**config.mk**
```make
export PLATFORM = sky130hd
export DESIGN_NAME = base64_stream_encoder_core
export DESIGN_NICKNAME = d
export VERILOG_FILES = /design/src/hw/rtl/b64e_pkg.sv /design/src/hw/rtl/b64e_pack.sv /design/src/hw/rtl/b64e_serial.sv /design/src/hw/rtl/base64_stream_encoder_core.sv
export SDC_FILE = /design/constraint.sdc
export NUM_CORES = 1
export LEC_CHECK = 0
export BUFFER_PORTS_ARGS = -buffer_cell sky130_fd_sc_hd__buf_2
export CORE_MARGIN = 10
export CORE_UTILIZATION = 54
export DETAILED_ROUTE_END_ITERATION = 8
export PLACE_DENSITY_LB_ADDON = 0.2
export SLEW_MARGIN = 15
export SYNTH_ARGS = -nofsm -noshare
export SYNTH_HDL_FRONTEND = slang
export SYNTH_SLANG_ARGS = --single-unit
```
**constraint.sdc**
```tcl
create_clock -name clk -period 3.9 [get_ports clk]
set_input_delay 0.195 -clock clk [delete_from_list [all_inputs] [get_ports clk]]
set_output_delay 0.195 -clock clk [all_outputs]
set_load 0.01 [all_outputs]
```
**src/hw/rtl/b64e_pkg.sv**
```systemverilog
// Shared types, codes and the character mapping of the Base64 stream encoder.
package b64e_pkg;

    // Input word operation codes.
    typedef enum logic
    {
        OP_DATA   = 1'b0,
        OP_FINISH = 1'b1
    } op_t;

    // Configuration register indexes.
    localparam int unsigned CFG_INDEX_W = 1;
    localparam logic [CFG_INDEX_W-1:0] CFG_URL_SAFE  = 1'b0;
    localparam logic [CFG_INDEX_W-1:0] CFG_SKIP_PAD  = 1'b1;

    // Characters used by the mapping.
    localparam logic [7:0] CHAR_UPPER_A = 8'h41;
    localparam logic [7:0] CHAR_LOWER_A = 8'h61;
    localparam logic [7:0] CHAR_DIGIT_0 = 8'h30;
    localparam logic [7:0] CHAR_PLUS    = 8'h2B;
    localparam logic [7:0] CHAR_SLASH   = 8'h2F;
    localparam logic [7:0] CHAR_MINUS   = 8'h2D;
    localparam logic [7:0] CHAR_UNDER   = 8'h5F;
    localparam logic [7:0] CHAR_PAD     = 8'h3D;

    localparam int unsigned GROUP_SLOTS = 4;

    // One character position of a group: a six-bit value or a padding mark.
    typedef struct packed
    {
        logic       pad;
        logic [5:0] sextet;
    } slot_t;

    // A group of up to four characters waiting to be sent.
    typedef struct packed
    {
        slot_t [GROUP_SLOTS-1:0] slots;
        logic  [1:0]             last_idx;
    } group_t;

    // Maps a six-bit value to its character in the selected alphabet.
    function automatic logic [7:0] sextet_char(input logic [5:0] v, input logic url_safe);
        logic [7:0] ch;
        if (v < 6'd26)
        begin
            ch = CHAR_UPPER_A + {2'b00, v};
        end
        else if (v < 6'd52)
        begin
            ch = CHAR_LOWER_A + {2'b00, v - 6'd26};
        end
        else if (v < 6'd62)
        begin
            ch = CHAR_DIGIT_0 + {2'b00, v - 6'd52};
        end
        else if (v == 6'd62)
        begin
            ch = url_safe ? CHAR_MINUS : CHAR_PLUS;
        end
        else
        begin
            ch = url_safe ? CHAR_UNDER : CHAR_SLASH;
        end
        return ch;
    endfunction

endpackage

```
**src/hw/rtl/b64e_pack.sv**
```systemverilog
// Byte hold and group builder of the Base64 stream encoder.
module b64e_pack
(
    input  logic            clk,
    input  logic            rst_n,
    input  logic            in_valid,
    output logic            in_stall,
    input  logic            op,
    input  logic [7:0]      data_byte,
    input  logic            skip_padding,
    input  logic            grp_ready,
    output logic            grp_valid,
    output b64e_pkg::group_t grp
);
    import b64e_pkg::*;

    logic [7:0] held_bytes_reg [2];
    logic [7:0] held_bytes_next [2];
    logic [1:0] held_count_reg;
    logic [1:0] held_count_next;
    logic       needs_group;
    logic       accept;
    logic       is_finish;
    logic [7:0] b1;
    logic [7:0] b2;
    logic [7:0] mid_byte;
    logic [7:0] tail_byte;

    assign is_finish = (op == OP_FINISH);
    assign b1 = held_bytes_reg[0];
    assign b2 = held_bytes_reg[1];

    // A word that completes or flushes a group needs the group slot free.
    assign needs_group = is_finish ? (held_count_reg != 2'd0) : (held_count_reg == 2'd2);
    assign in_stall    = needs_group && !grp_ready;
    assign accept      = in_valid && !in_stall;
    assign grp_valid   = accept && needs_group;

    always_comb
    begin
        // Bits beyond the held data are zero on a flush.
        mid_byte  = (!is_finish || held_count_reg == 2'd2) ? b2 : 8'h00;
        tail_byte = is_finish ? 8'h00 : data_byte;

        grp.slots[0].pad    = 1'b0;
        grp.slots[0].sextet = b1[7:2];
        grp.slots[1].pad    = 1'b0;
        grp.slots[1].sextet = {b1[1:0], mid_byte[7:4]};
        grp.slots[2].pad    = is_finish && (held_count_reg == 2'd1);
        grp.slots[2].sextet = {b2[3:0], tail_byte[7:6]};
        grp.slots[3].pad    = is_finish;
        grp.slots[3].sextet = data_byte[5:0];

        if (!is_finish || !skip_padding)
        begin
            grp.last_idx = 2'd3;
        end
        else if (held_count_reg == 2'd1)
        begin
            grp.last_idx = 2'd1;
        end
        else
        begin
            grp.last_idx = 2'd2;
        end
    end

    always_comb
    begin
        held_bytes_next = held_bytes_reg;
        held_count_next = held_count_reg;
        if (accept)
        begin
            if (!is_finish && held_count_reg != 2'd2)
            begin
                held_bytes_next[held_count_reg[0]] = data_byte;
                held_count_next = held_count_reg + 2'd1;
            end
            else
            begin
                held_count_next = 2'd0;
            end
        end
    end

    always_ff @(posedge clk or negedge rst_n)
    begin
        if (!rst_n)
        begin
            held_count_reg    <= 2'd0;
            held_bytes_reg[0] <= 8'h00;
            held_bytes_reg[1] <= 8'h00;
        end
        else
        begin
            held_count_reg <= held_count_next;
            held_bytes_reg <= held_bytes_next;
        end
    end

endmodule

```
**src/hw/rtl/b64e_serial.sv**
```systemverilog
// Group register and character serialiser of the Base64 stream encoder.
module b64e_serial
(
    input  logic             clk,
    input  logic             rst_n,
    input  logic             grp_valid,
    input  b64e_pkg::group_t grp,
    output logic             grp_ready,
    input  logic             url_safe,
    output logic             out_valid,
    input  logic             out_stall,
    output logic [7:0]       out_char,
    output logic             run_last
);
    import b64e_pkg::*;

    group_t     grp_reg;
    group_t     grp_next;
    logic       grp_valid_reg;
    logic       grp_valid_next;
    logic [1:0] idx_reg;
    logic [1:0] idx_next;
    logic       out_valid_reg;
    logic       out_valid_next;
    logic [7:0] out_char_reg;
    logic [7:0] out_char_next;
    logic       run_last_reg;
    logic       run_last_next;
    logic       take;
    logic       is_last;
    slot_t      cur_slot;

    assign cur_slot  = grp_reg.slots[idx_reg];
    assign take      = grp_valid_reg && (!out_valid_reg || !out_stall);
    assign is_last   = (idx_reg == grp_reg.last_idx);
    assign grp_ready = !grp_valid_reg || (take && is_last);

    always_comb
    begin
        grp_next       = grp_reg;
        grp_valid_next = grp_valid_reg;
        idx_next       = idx_reg;
        if (grp_valid)
        begin
            grp_next       = grp;
            grp_valid_next = 1'b1;
            idx_next       = 2'd0;
        end
        else if (take && is_last)
        begin
            grp_valid_next = 1'b0;
        end
        else if (take)
        begin
            idx_next = idx_reg + 2'd1;
        end

        out_valid_next = out_valid_reg;
        out_char_next  = out_char_reg;
        run_last_next  = run_last_reg;
        if (take)
        begin
            out_valid_next = 1'b1;
            out_char_next  = cur_slot.pad ? CHAR_PAD : sextet_char(cur_slot.sextet, url_safe);
            run_last_next  = is_last;
        end
        else if (!out_stall)
        begin
            out_valid_next = 1'b0;
        end
    end

    always_ff @(posedge clk or negedge rst_n)
    begin
        if (!rst_n)
        begin
            grp_valid_reg <= 1'b0;
            idx_reg       <= 2'd0;
            out_valid_reg <= 1'b0;
        end
        else
        begin
            grp_valid_reg <= grp_valid_next;
            idx_reg       <= idx_next;
            out_valid_reg <= out_valid_next;
        end
    end

    always_ff @(posedge clk)
    begin
        grp_reg      <= grp_next;
        out_char_reg <= out_char_next;
        run_last_reg <= run_last_next;
    end

    assign out_valid = out_valid_reg;
    assign out_char  = out_char_reg;
    assign run_last  = run_last_reg;

endmodule

```
**src/hw/rtl/base64_stream_encoder_core.sv**
```systemverilog
// Top level of the Base64 stream encoder: configuration registers and datapath.
//
// Usage. Input words arrive on in_valid/in_stall with op and data_byte; a word
// is taken at a rising edge where in_valid is high and in_stall is low. A data
// word adds a byte to a hold of two; the third byte completes a group of four
// characters. A finish word flushes a partial group with '=' padding unless
// skip padding is set. Characters leave one per word on out_valid/out_stall,
// with run_last high on the final character that an input word produces.
// The first character of a group passes from the group register through the
// output character register. The single character output register sends one
// character per cycle while the receiver does not stall, so three data bytes
// make four characters. Words that only fill the hold are taken every cycle,
// and a word that completes a group is taken as soon as the group register is
// free, which is on the edge that sends the last character of the previous one.
// While the receiver stalls, the output word holds and the group register stays
// full; the input then stalls only for a word that needs a new group.
// Reset clears the hold, the group and output valid flags and both
// configuration bits (standard alphabet, padding on). Configuration is written
// through cfg_we, cfg_index and cfg_data and should change only when idle.
module base64_stream_encoder_core
(
    input  logic                             clk,
    input  logic                             rst_n,
    input  logic                             cfg_we,
    input  logic [b64e_pkg::CFG_INDEX_W-1:0] cfg_index,
    input  logic [0:0]                       cfg_data,
    input  logic                             in_valid,
    output logic                             in_stall,
    input  logic                             op,
    input  logic [7:0]                       data_byte,
    output logic                             out_valid,
    input  logic                             out_stall,
    output logic [7:0]                       out_char,
    output logic                             run_last
);
    import b64e_pkg::*;

    logic   url_safe_reg;
    logic   url_safe_next;
    logic   skip_padding_reg;
    logic   skip_padding_next;
    logic   grp_valid;
    logic   grp_ready;
    group_t grp;

    // Configuration writes take effect at the next edge.
    always_comb
    begin
        url_safe_next     = url_safe_reg;
        skip_padding_next = skip_padding_reg;
        if (cfg_we)
        begin
            case (cfg_index)
                CFG_URL_SAFE: url_safe_next     = cfg_data[0];
                CFG_SKIP_PAD: skip_padding_next = cfg_data[0];
                default:      ;
            endcase
        end
    end

    always_ff @(posedge clk or negedge rst_n)
    begin
        if (!rst_n)
        begin
            url_safe_reg     <= 1'b0;
            skip_padding_reg <= 1'b0;
        end
        else
        begin
            url_safe_reg     <= url_safe_next;
            skip_padding_reg <= skip_padding_next;
        end
    end

    // The packer keeps the byte hold and builds a group of six-bit values.
    b64e_pack u_pack
    (
        .clk          (clk),
        .rst_n        (rst_n),
        .in_valid     (in_valid),
        .in_stall     (in_stall),
        .op           (op),
        .data_byte    (data_byte),
        .skip_padding (skip_padding_reg),
        .grp_ready    (grp_ready),
        .grp_valid    (grp_valid),
        .grp          (grp)
    );

    // The serialiser maps each value to a character and sends one per cycle while the output is not stalled.
    b64e_serial u_serial
    (
        .clk       (clk),
        .rst_n     (rst_n),
        .grp_valid (grp_valid),
        .grp       (grp),
        .grp_ready (grp_ready),
        .url_safe  (url_safe_reg),
        .out_valid (out_valid),
        .out_stall (out_stall),
        .out_char  (out_char),
        .run_last  (run_last)
    );

endmodule

```
* Word level (Yosys, flattened, before mapping)
Cells that the tools add are included.
Operators by class: bitwise gates (word level) 2, multiplexer cells 21, order comparisons 6, reductions and logical operators 26, equal/unequal tests 7, add/sub/neg operators 7
Operators by type and width (count):
- $mux W8 | 5
- $add A7 B6 Y8 const A | 2
- $bwmux W16 | 1
- $bmux W7 S2 | 1
- $mux W7 | 2
- $lt A6 B6 Y1 const B | 2
- $mux W2 | 5
- $demux W8 S1 | 1
- $logic_and A1 B1 Y1 | 8
- $reduce_and A2 Y1 | 4
- $add A6 B6 Y7 const A | 1
- $logic_not A1 Y1 | 7
- $eq A6 B6 Y1 const B | 1
- $lt A6 B5 Y1 const B | 1
- $reduce_bool A2 Y1 | 3
- $sub A6 B5 Y6 const B | 1
- $sub A6 B6 Y6 const B | 1
- $mux W1 | 5
- $add A2 B1 Y2 const B | 2
- $logic_or A1 B1 Y1 | 4
- $ne A2 B2 Y1 const B | 2
- $lt A2 B3 Y1 const B | 1
- $mux W3 | 1
- $eq A2 B1 Y1 const B | 1
- 7 further kinds | 7
Word-level totals: logic and storage cells 88, register bits after elaboration 61, output and inout port bits 11, input bits 16

* Logic depth before layout (Yosys ltp)
Gate-level depths: netlist of run 1.
depth after elaboration 12, mapped depth 10, gate-level depth less buffers 9

* By module
A second synthesis of run 1 with hierarchy kept.
Unflattened totals: cell total of the unflattened synthesis 236, area total of the unflattened synthesis 3186.8 um^2
Modules (own cells, without submodules):
- b64e_serial | cells an instance 151, sequential area each 1271.2 um^2, times used 1, area an instance 2159.6 um^2
- b64e_pack | cells an instance 79, sequential area each 450.4 um^2, times used 1, area an instance 940.9 um^2
- base64_stream_encoder_core | cells an instance 6, sequential area each 50.0 um^2, times used 1, area an instance 86.3 um^2

* Least setup slack after synthesis of run 1
No wires, ideal clock.
kind register -> register, start register u_serial.idx_reg[0], end register u_serial.out_char_reg[4] (netlist: u_serial.out_char[4]), data pin, arrival time 2.508 ns, buffers on the path 1, clock period less this slack 2.777 ns, library setup time 0.268 ns, required time 3.632 ns, path slack 1.123 ns, stages on the path, launching flop included 11, path through dfrtp_1 buf_6 mux4_1 inv_1 ha_1 nand2_1 o221ai_1 xor2_1 and4_1 o22a_2 o31ai_2
Between the ends: longest elaborated chain between the ends 7, elaborated cells between the ends (all ways) 15, those cells by class add/sub (5); order compare (3); eq/ne (1); mux (6)
RTL lines:
- start, declared | line b64e_serial.sv:21 | logic [1:0] idx_reg;
- start signal, assigned | line b64e_serial.sv:84 | idx_reg <= idx_next;
- $bmux W7 S2 * | line b64e_serial.sv:33 | assign cur_slot = grp_reg.slots[idx_reg];
- $mux W7 (implied by the code) * | line b64e_serial.sv:33
- $sub A6 B6 Y6 / $eq A6 B6 Y1 (equally long branches) | line b64e_pkg.sv:55, b64e_pkg.sv:57
- $add A6 B6 Y7 / $mux W8 (equally long branches) | line b64e_pkg.sv:55, b64e_pkg.sv:57
- $mux W8 | line b64e_pkg.sv:53 | else if (v < 6'd62)
- $mux W8 | line b64e_pkg.sv:49 | else if (v < 6'd52)
- $mux W8 | line b64e_pkg.sv:45 | if (v < 6'd26)
- end signal, assigned | line b64e_serial.sv:92 | out_char_reg <= out_char_next;
- end, declared | line b64e_serial.sv:25 | logic [7:0] out_char_reg;
Every way passes the cells marked *; elsewhere a longest branch is shown, timed or not. The select of a mux whose other input is x is not followed. A chain may end at the register's enable or synchronous reset.

* Final worst setup path of run 1
start register u_serial.idx_reg[1], end register u_serial.out_char_reg[4] (netlist: u_serial.out_char[4]), data pin
Same word-level chain as after synthesis.

==> results of run 1 <==
-- layer usage --
layer  vias to the layer above  part of all wire  routed length, um
li1                        861                 -                  -
met1                       843              0.45               2420
met2                        33              0.48               2560
met3                        15             0.037                200
met4                         0             0.029                155
met5                         -                 0                  0
-- synth_stat cells (3+ instances only) --
master    number  area share
inv_1         10       0.013
mux2i_1        4       0.013
nor2_1         8       0.010
mux2_2        10       0.038
nand3_1        8       0.013
nand2b_1       4      0.0084
xor2_1         6       0.018
xnor2_1        7       0.021
buf_6          3       0.011
nand2_1       17       0.021
edfxtp_1      37        0.37
mux4_2         4       0.030
o21ai_0        7       0.012
nor2b_1        4      0.0084
dfrtp_1       24        0.20
a21oi_1        8       0.013
ha_1          12       0.050
and2_1         6       0.013
mux2_4         8       0.040
-- cell families after synthesis --
group | after synthesis | synth area share
buffers and inverters | 17 | 0.0305
adders and majority gates | 12 | 0.0502
muxes | 28 | 0.139
AOI/OAI and AO/OA | 29 | 0.0657
and+or+nand+nor | 58 | 0.0988
xor gates and xnor gates | 14 | 0.0435
DFF | 61 | 0.572
-- worst paths after layout --
check	start	to	slack, ns	depth (start not counted)
max	u_serial.idx_reg[1]	u_serial.out_char[4]	1.07	9
min	data_byte[4]	u_serial.grp_reg[27]	0.06	1
max reg2reg	u_serial.idx_reg[1]	u_serial.out_char[4]	1.07	9
min reg2reg	u_pack.b2[0]	u_serial.grp_reg[18]	0.45	0
max in group asynchronous	rst_n	u_pack.b1[0]	3.15	2
min in group asynchronous	rst_n	u_pack.held_count_reg[1]	0.37	2
-- worst max-delay path, delay by kind of cell, from the launching register on --
family | cells | cell delay [ns]
muxes | 1 | 0.48
AOI/OAI and AO/OA | 3 | 0.50
DFF | 1 | 0.62
buffers and inverters | 1 | 0.19
xor gates and xnor gates | 1 | 0.29
adders and majority gates | 1 | 0.19
and+or+nand+nor | 2 | 0.31
-- layout make-up --
class                           instances  area share
Clock buffer                            9      0.0366
Multi-Input combinational cell        141       0.352
Timing Repair Buffer                   30      0.0481
Inverter                               10      0.0111
Clock inverter                          7      0.0196
Tap cell                               72      0.0266
Sequential cell                        61       0.506
-- per-stage QoR --
step                hold WS [ns]  setup WS [ns]  utilization  power (mW)  instances
floorplan                 -0.101           1.12            -        2.25        219
global placement           0.229           1.22        0.585        2.52        313
detailed placement         0.222           1.10        0.585        2.55        313
CTS                       0.0437           1.07        0.622        3.11        330
global route              0.0392          0.853        0.622        3.32        330
finish                    0.0626           1.07        0.622        3.08        330
-- report_power, final --
part / switching [mW] / leakage, nW / internal, mW
Clock: 0.244 / 0.0987 / 0.291
Combinational: 0.772 / 0.660 / 0.647
Sequential: 0.115 / 0.629 / 1.01
-- timing repair --
item                       in CTS  in global routing
hold endpoints to repair       24                  0
setup endpoints to repair       0                  0
hold buffers                    1                  0
buffers inserted                0                  0
==> results.md, run 1 <==
- The run finished with clean final reports.
- The register with the most flip-flops in the layout has 28 of them.
- The number of clock sinks is 61.
- The highest-delay cell along the critical path is dfrtp_1.
- Dividing the detail-routed via count by the number of cells gives between 5 and 6.
- The clock input transition at the sequential cells of the worst setup and hold paths is 0.07 ns.
- For this design the static power due to leakage is 1.39 nW.
- The number of warnings reported in the yosys synthesis log is 0.
- The number of filler cells placed in the layout is 430.
- The violation count after the first detailed-routing iteration is 32.
- The worst-case IR drop observed on VDD is ~0.46 mV.
- From left edge to right edge, the die measures around 94 um.
- The met1 demand-to-capacity share in global routing is 0.153.
- The count of input and output buffers is 26.
- The initial antenna violation count is 0.
- The number of synthesized flops with an enable pin is 37.
- The repair_antennas step left the layout with diodes totalling 0.
- The ratio of final minimum period to clock period is 0.726.
- The endpoint kind of the worst setup timing path is a register.
- The clock latency on the worst-skew pair is 0.33 ns.
- The distinct cell type count after synthesis is 47.
- The detailed placer's ending HPWL is 3.94 mm.
- The final number of max-transition violations is 0.
- Entering global routing, the biggest net connects 31 pins.
- The highest-utilization routing layer at the global route stage is met2.
- The final instance area is 3380 sq um.
- The average wire per standard cell is ~16 um.
- Walking the worst path, the cells encountered are mux4_1 > inv_1 > ha_1 > nand2_1 > o221ai_1 > xor2_1 > and4_1 > o22a_2 > o31ai_2.
- The total grt overflow is 0.
- The number of global-route vias before repair is around 1900.
- The first detailed-routing pass took 5 iterations.
- The number of max-cap violations is 0.
- The top flip-flop cell by instance count after synthesis is edfxtp_1.
- The post-synthesis to final-layout area growth is 13.1%.
- Across every metal layer, demand over resource in global routing totals 0.131.
- After detailed routing, the number of remaining DRC violations is 0.
- The met2 usage is 0.209.
- The starting density of the core is 0.550.
- The async set-reset flop share out of synthesis is 0.393.
- The sequential fraction of the synthesis area is 0.572.
- For the worst setup path, the data arrival time is 2.90 ns.
- In the layout the commonest cells are edfxtp_1, buf_2, dfrtp_1, nand2_1, ha_1.
- The number of primary I/O pins is 27.
- The sequential cell area in the final layout is between 1500 and 2000 sq um.
- In the global route stage, met3 resource usage came out at 0.0436.
- The most common library cell in the layout ignoring fill and taps is edfxtp_1.
- Post-CTS repair changed the size of 0 cells.
- The synthesized area divided by synthesized cell count is about 14 sq um.
- The total of flip-flops plus latches after synthesis is 61.
- The final antenna-violating net count is 0.
- The number of setup violations in the final report is 0.
- For the final database, setup skew stands at 0.00457 ns.
- The worst path required time is between 3 and 4 ns.
- STA classifies the critical path startpoint as a register.
- The fraction of layout instances using a drive strength above 1 is 0.302.
- The via count of the routed design is about 1800.
- The critical path is of the register to register type.
- Setup repair after global routing left no endpoint under its margin.
- In the final layout, the multi-input gates occupy between 1000 and 1500 sq um.
- Counting every net in the synthesized netlist gives about 250.
- In this run the worst path has a maximum fanout of 11.
- The wire length of the first global-routing pass is between 8 and 9 mm.
- The post-synthesis instance total is about 220.
- Headroom to the max-slew limit came out at 0.613.
- The path category of the worst min-delay check is input port to register.
- The floorplan step defined a die boundary enclosing around 8900 sq um.
- In this run the cell area measured after placement is roughly 3200 sq um.
- Dividing total power by cell area gives a power density of approximately 900 nW/um^2.
- On the worst path, the slowest cell contributes a delay of 0.62 ns.
- Clock tree synthesis inserted a total of 9 buffers.
- The tree is rooted in a clkbuf_8.
- Based on the critical path, the design can be clocked at up to about 0.35 GHz.
- The net total in the final layout is around 280.
- After routing, the total negative slack on setup checks comes to 0 ns.
- TritonCTS built the clock tree.
- Summed over all layers, the routed wires come to roughly 5.3 mm.
- The final hold violation count is 0.
- At the pin with the least slew margin, the transition time is a little under 0.6 ns.
- The vertical die dimension is ~94 um.
- The number of H-tree levels is 3.
- The mapped cell area is roughly 3000 sq um.
- The total number of placement rows is 27.
- The floorplan step defined a core boundary enclosing about 5400 sq um.
- The post-layout minimum cycle time is about 2.8 ns.
- Routability-driven placement finished with a final weighted congestion of around 0.83.
- The clock passes through at most 2 buffers.
(Power assumes the default switching activity.)
==> inputs of run 2 (changes only) <==
- ABC_AREA: unset -> 1
- clock period: 3.9 -> 2.3 ns (I/O delays scaled with it)
==> results.md, run 2 <==
- The average wire per standard cell is around 14 um.
- After synthesis, the largest family of logic cells by area is simple AND/OR/NAND/NOR gates.
- The peak supply drop is between 0.7 and 0.8 mV.
- For the worst flop-to-flop path, the logic depth is 13.
- The total clock buffers created by CTS is 9.
- The worst path needs 2.16 ns of the cycle, external delays included.
- The total area inside the core boundary comes to between 5000 and 6000 sq um.
- The final hold violation count was 0.
- The number of H-tree levels is 3.
- The buffer depth of the longest clock path is 2.
- From bottom edge to top edge, the die measures around 97 um.
- The TritonCTS clock tree is built.
- Ranked by total cell area, the synthesized netlist is headed by edfxtp_1, dfrtp_1, nand2_1.
- The async set-reset flop share out of synthesis is 0.393.
- The run finished with clean final reports.
- The portion of netlist area occupied by mux cells is 0.
- The number of nets in the synthesized netlist is ~370.
- The number of clock sinks is about 60.
- Yosys instantiated no cell more often than nand2_1.
- Of the total power, the share spent switching nets is 0.432.
- The sequential share of power is 0.310.
- Synthesis handed over a netlist of 340 instances.
- The count of input and output buffers is 26.
- The maximum number of pins on one net before global-route repair is 31.
- The count of cells in the finished layout, fillers not included, comes to 475.
- The compound-gate portion of the synthesized area is 0.0891.
- The path category of the worst min-delay check is input port to register.
- For the final database, setup skew stands at ~0.0076 ns.
- Max-cap violations in this run came to 0.
- The worst register-to-register path has a setup slack of around 0.14 ns.
- The overall fraction of global-route tracks in use is 0.139.
- The met3 capacity usage during global routing is 0.0405.
- In the finished design, the share of the clock period the worst path needs comes to 0.940.
- After detailed placement, the design holds a cell count of 442.
- The share of total power dissipated in combinational logic is 0.532.
- Setup violations remaining at the end of the flow were counted as 0.
- The met2 usage is 0.238.
- The die covers approximately 9500 sq um.
- The power per cell area is roughly 1600 nW/um^2.
- The total number of placement rows is 28.
- For met1 alone, demand over resource in global routing was 0.157.
- The post-detailed-route DRC marker count is 0.
- The number of global-route vias before repair was ~2300.
- The antenna diode instance count is 0.
- Headroom to the max-slew limit came out at 0.614.
- The most common library cell in the layout ignoring fill and taps is nand2_1.
- The tree is rooted in a clkbuf_8.
- Static timing analysis puts the maximum clock frequency at 0.462 GHz.
- The flip-flop count of the largest register after layout is 28.
- Of the synthesized area, sequential elements account for 0.530.
- Of the total synthesized cell area, the portion taken by XOR and XNOR cells is 0.0136.
- The startpoint of the lowest-slack register-to-register path is u_serial.idx_reg[0].
- Data on the critical path is required at its endpoint by ~2.4 ns.
- The reg-to-reg critical path endpoint is u_serial.out_char[5].
- By count the netlist is led by nand2_1, edfxtp_1, nand3_1.
- The number of different library cells used by synthesis comes to 33.
- The critical path class is register to register.
- The clock latency on the worst-skew pair is approximately 0.33 ns.
- In this run the worst path has a maximum fanout of 7.
- The clock share of power is 0.158.
- The data arrival time of the critical path is between 2 and 2.5 ns.
- The horizontal die dimension is approximately 97 um.
- The post-synthesis simple-gate area fraction is 0.252.
- From synthesis to final layout, the design area changed by 19.5%.
- The sum of routed wire length over all layers is around 6.6 mm.
- Summing every instance area after synthesis gives around 3200 sq um.
- The routed layout has roughly 2400 vias.
- The mean number of vias per cell is 5.14.
- The power spent charging and discharging nets is around 2.6 mW.
- The pin slew with the least headroom to its limit is 0.579 ns.
- Counting flops and latches in the post-synthesis netlist gives between 60 and 70.
- The fraction of layout instances using a drive strength above 1 is 0.265.
- The internal power of the cells totals ~3.5 mW.
- The final number of max-transition violations is 0.
- In the layout the commonest cells are nand2_1, edfxtp_1, nand3_1, inv_1, buf_2.
- The leakage power is between 1.5 and 2 nW.
- The iteration count of the initial detailed-routing pass is 6.
- The average instance in the mapped netlist occupies 9.49 sq um.
- The endpoint kind of the worst setup timing path is a register.
- The congestion estimate from routability-driven global placement came to around 0.9.
- Once detail routing completed, the nets flagged for antenna violations numbered 0.
- The top flip-flop cell by instance count after synthesis is edfxtp_1.
- The area share of the leading cell type in the synthesized netlist is 0.344.
- Of the total synthesized cell area, the portion taken by full adders, half adders and majority gates is 0.0465.
- For this run, the share of the core covered by cells in the final layout is 0.660.
- The initial antenna violation count came to 0.
- The synthesized design contains 37 enable-type register cells.
- Global routing finished with a remaining overflow of 0.
- The first global-routing pass estimated approximately 11 mm of wire.
- The critical path starts at u_serial.idx_reg[0].
- The number of primary I/O pins is 27.
- The most critical setup path has its endpoint at u_serial.out_char[5].
- The number of warnings reported in the yosys synthesis log is 0.
- For this run, the post-layout net count is around 420.
- Summed over all instances, the cell type with the most area after synthesis is edfxtp_1.
- The violation count after the first detailed-routing iteration is about 170.
- After clock tree synthesis, the clock-pin slew on the worst setup and hold paths is roughly 0.07 ns.
- After global routing, the most crowded layer is met2.
- The starting density of the core is 0.552.
- The detailed placer's ending HPWL is around 4.4 mm.
- STA classifies the critical path startpoint as a register.
==> run 2: logic make-up (layout without fill, tap and decap cells) <==
logic type / after synthesis / after routing
adders and majority gates: 12 / 12
DFF: 61 / 61
and+or+nand+nor: 175 / 175
buffers and inverters: 46 / 106
xor gates and xnor gates: 5 / 5
AOI/OAI and AO/OA: 41 / 41
==> run 2: metrics by stage <==
step / hold WS [ns] / TNS (ns) / power, mW / instance area, sq um / setup WS [ns]
2_1_floorplan: -0.181 / 0 / 4.19 / 3230 / 0.0646
3_3_place_gp: 0.146 / 0 / 4.82 / 3460 / 0.0985
3_5_place_dp: 0.150 / 0 / 4.88 / 3460 / 0.00362
4_1_cts: 0.0449 / 0 / 5.91 / 3770 / 0.00451
5_1_grt: 0.0737 / -0.0290 / 6.62 / 3860 / -0.0191
6_report: 0.0591 / 0 / 6.10 / 3860 / 0.137
==> run 2: critical path, cell delays in order, from the launching register on <==
cell and delay [ns]:
dfrtp_2 0.47, buf_4 0.17, nand2_1 0.06, nand3_1 0.12
nand2_2 0.13, buf_4 0.12, inv_2 0.07, ha_1 0.23
nor2_1 0.13, nand4_2 0.15, nand2_1 0.10, a21oi_1 0.06
nand2_1 0.06, nand2_1 0.04
==> run 2: layer usage <==
metal | part of all wire | vias to the layer above
met4 | 0.024 | 0
met1 | 0.42 | 1105
met5 | 0 | -
met3 | 0.049 | 18
met2 | 0.50 | 82
li1 | - | 1236
==> run 2: worst min-delay path by stage <==
stage | start | to | slack, ns | cells past startpoint
finish | cfg_data | url_safe_reg | 0.06 | 3
global route | cfg_data | url_safe_reg | 0.07 | 3
detailed placement | rst_n | url_safe_reg | 0.15 | 1
CTS | cfg_data | url_safe_reg | 0.04 | 3
global placement | rst_n | url_safe_reg | 0.15 | 1
floorplan | rst_n | skip_padding_reg | -0.18 | 0
==> run 2: cell type report <==
class	count	area, sq um
Timing Repair Buffer	51	362
Fill cell	452	1990
Clock buffer	13	159
Sequential cell	61	1710
Tap cell	75	93.8
Inverter	39	156
Clock inverter	3	45.0
Multi-Input combinational cell	233	1330
==> run 2: power by group through the flow <==
stage          Sequential [mW]  Clock, mW  Combinational (mW)
2_1_floorplan             1.89          0                2.30
3_3_place_gp              1.90          0                2.91
3_5_place_dp              1.91          0                2.97
4_1_cts                   1.89      0.988                3.03
5_1_grt                   1.93       1.03                3.66
6_report                  1.89      0.963                3.25
==> run 2: repair_timing <==
item                                    CTS  global route
hold buffers                             11             0
hold endpoints to repair                 33             0
resized for setup                         1            16
endpoints found under the setup margin    2             8
cloned                                    0             0
pin swaps                                 0             3
setup buffers                             0             6
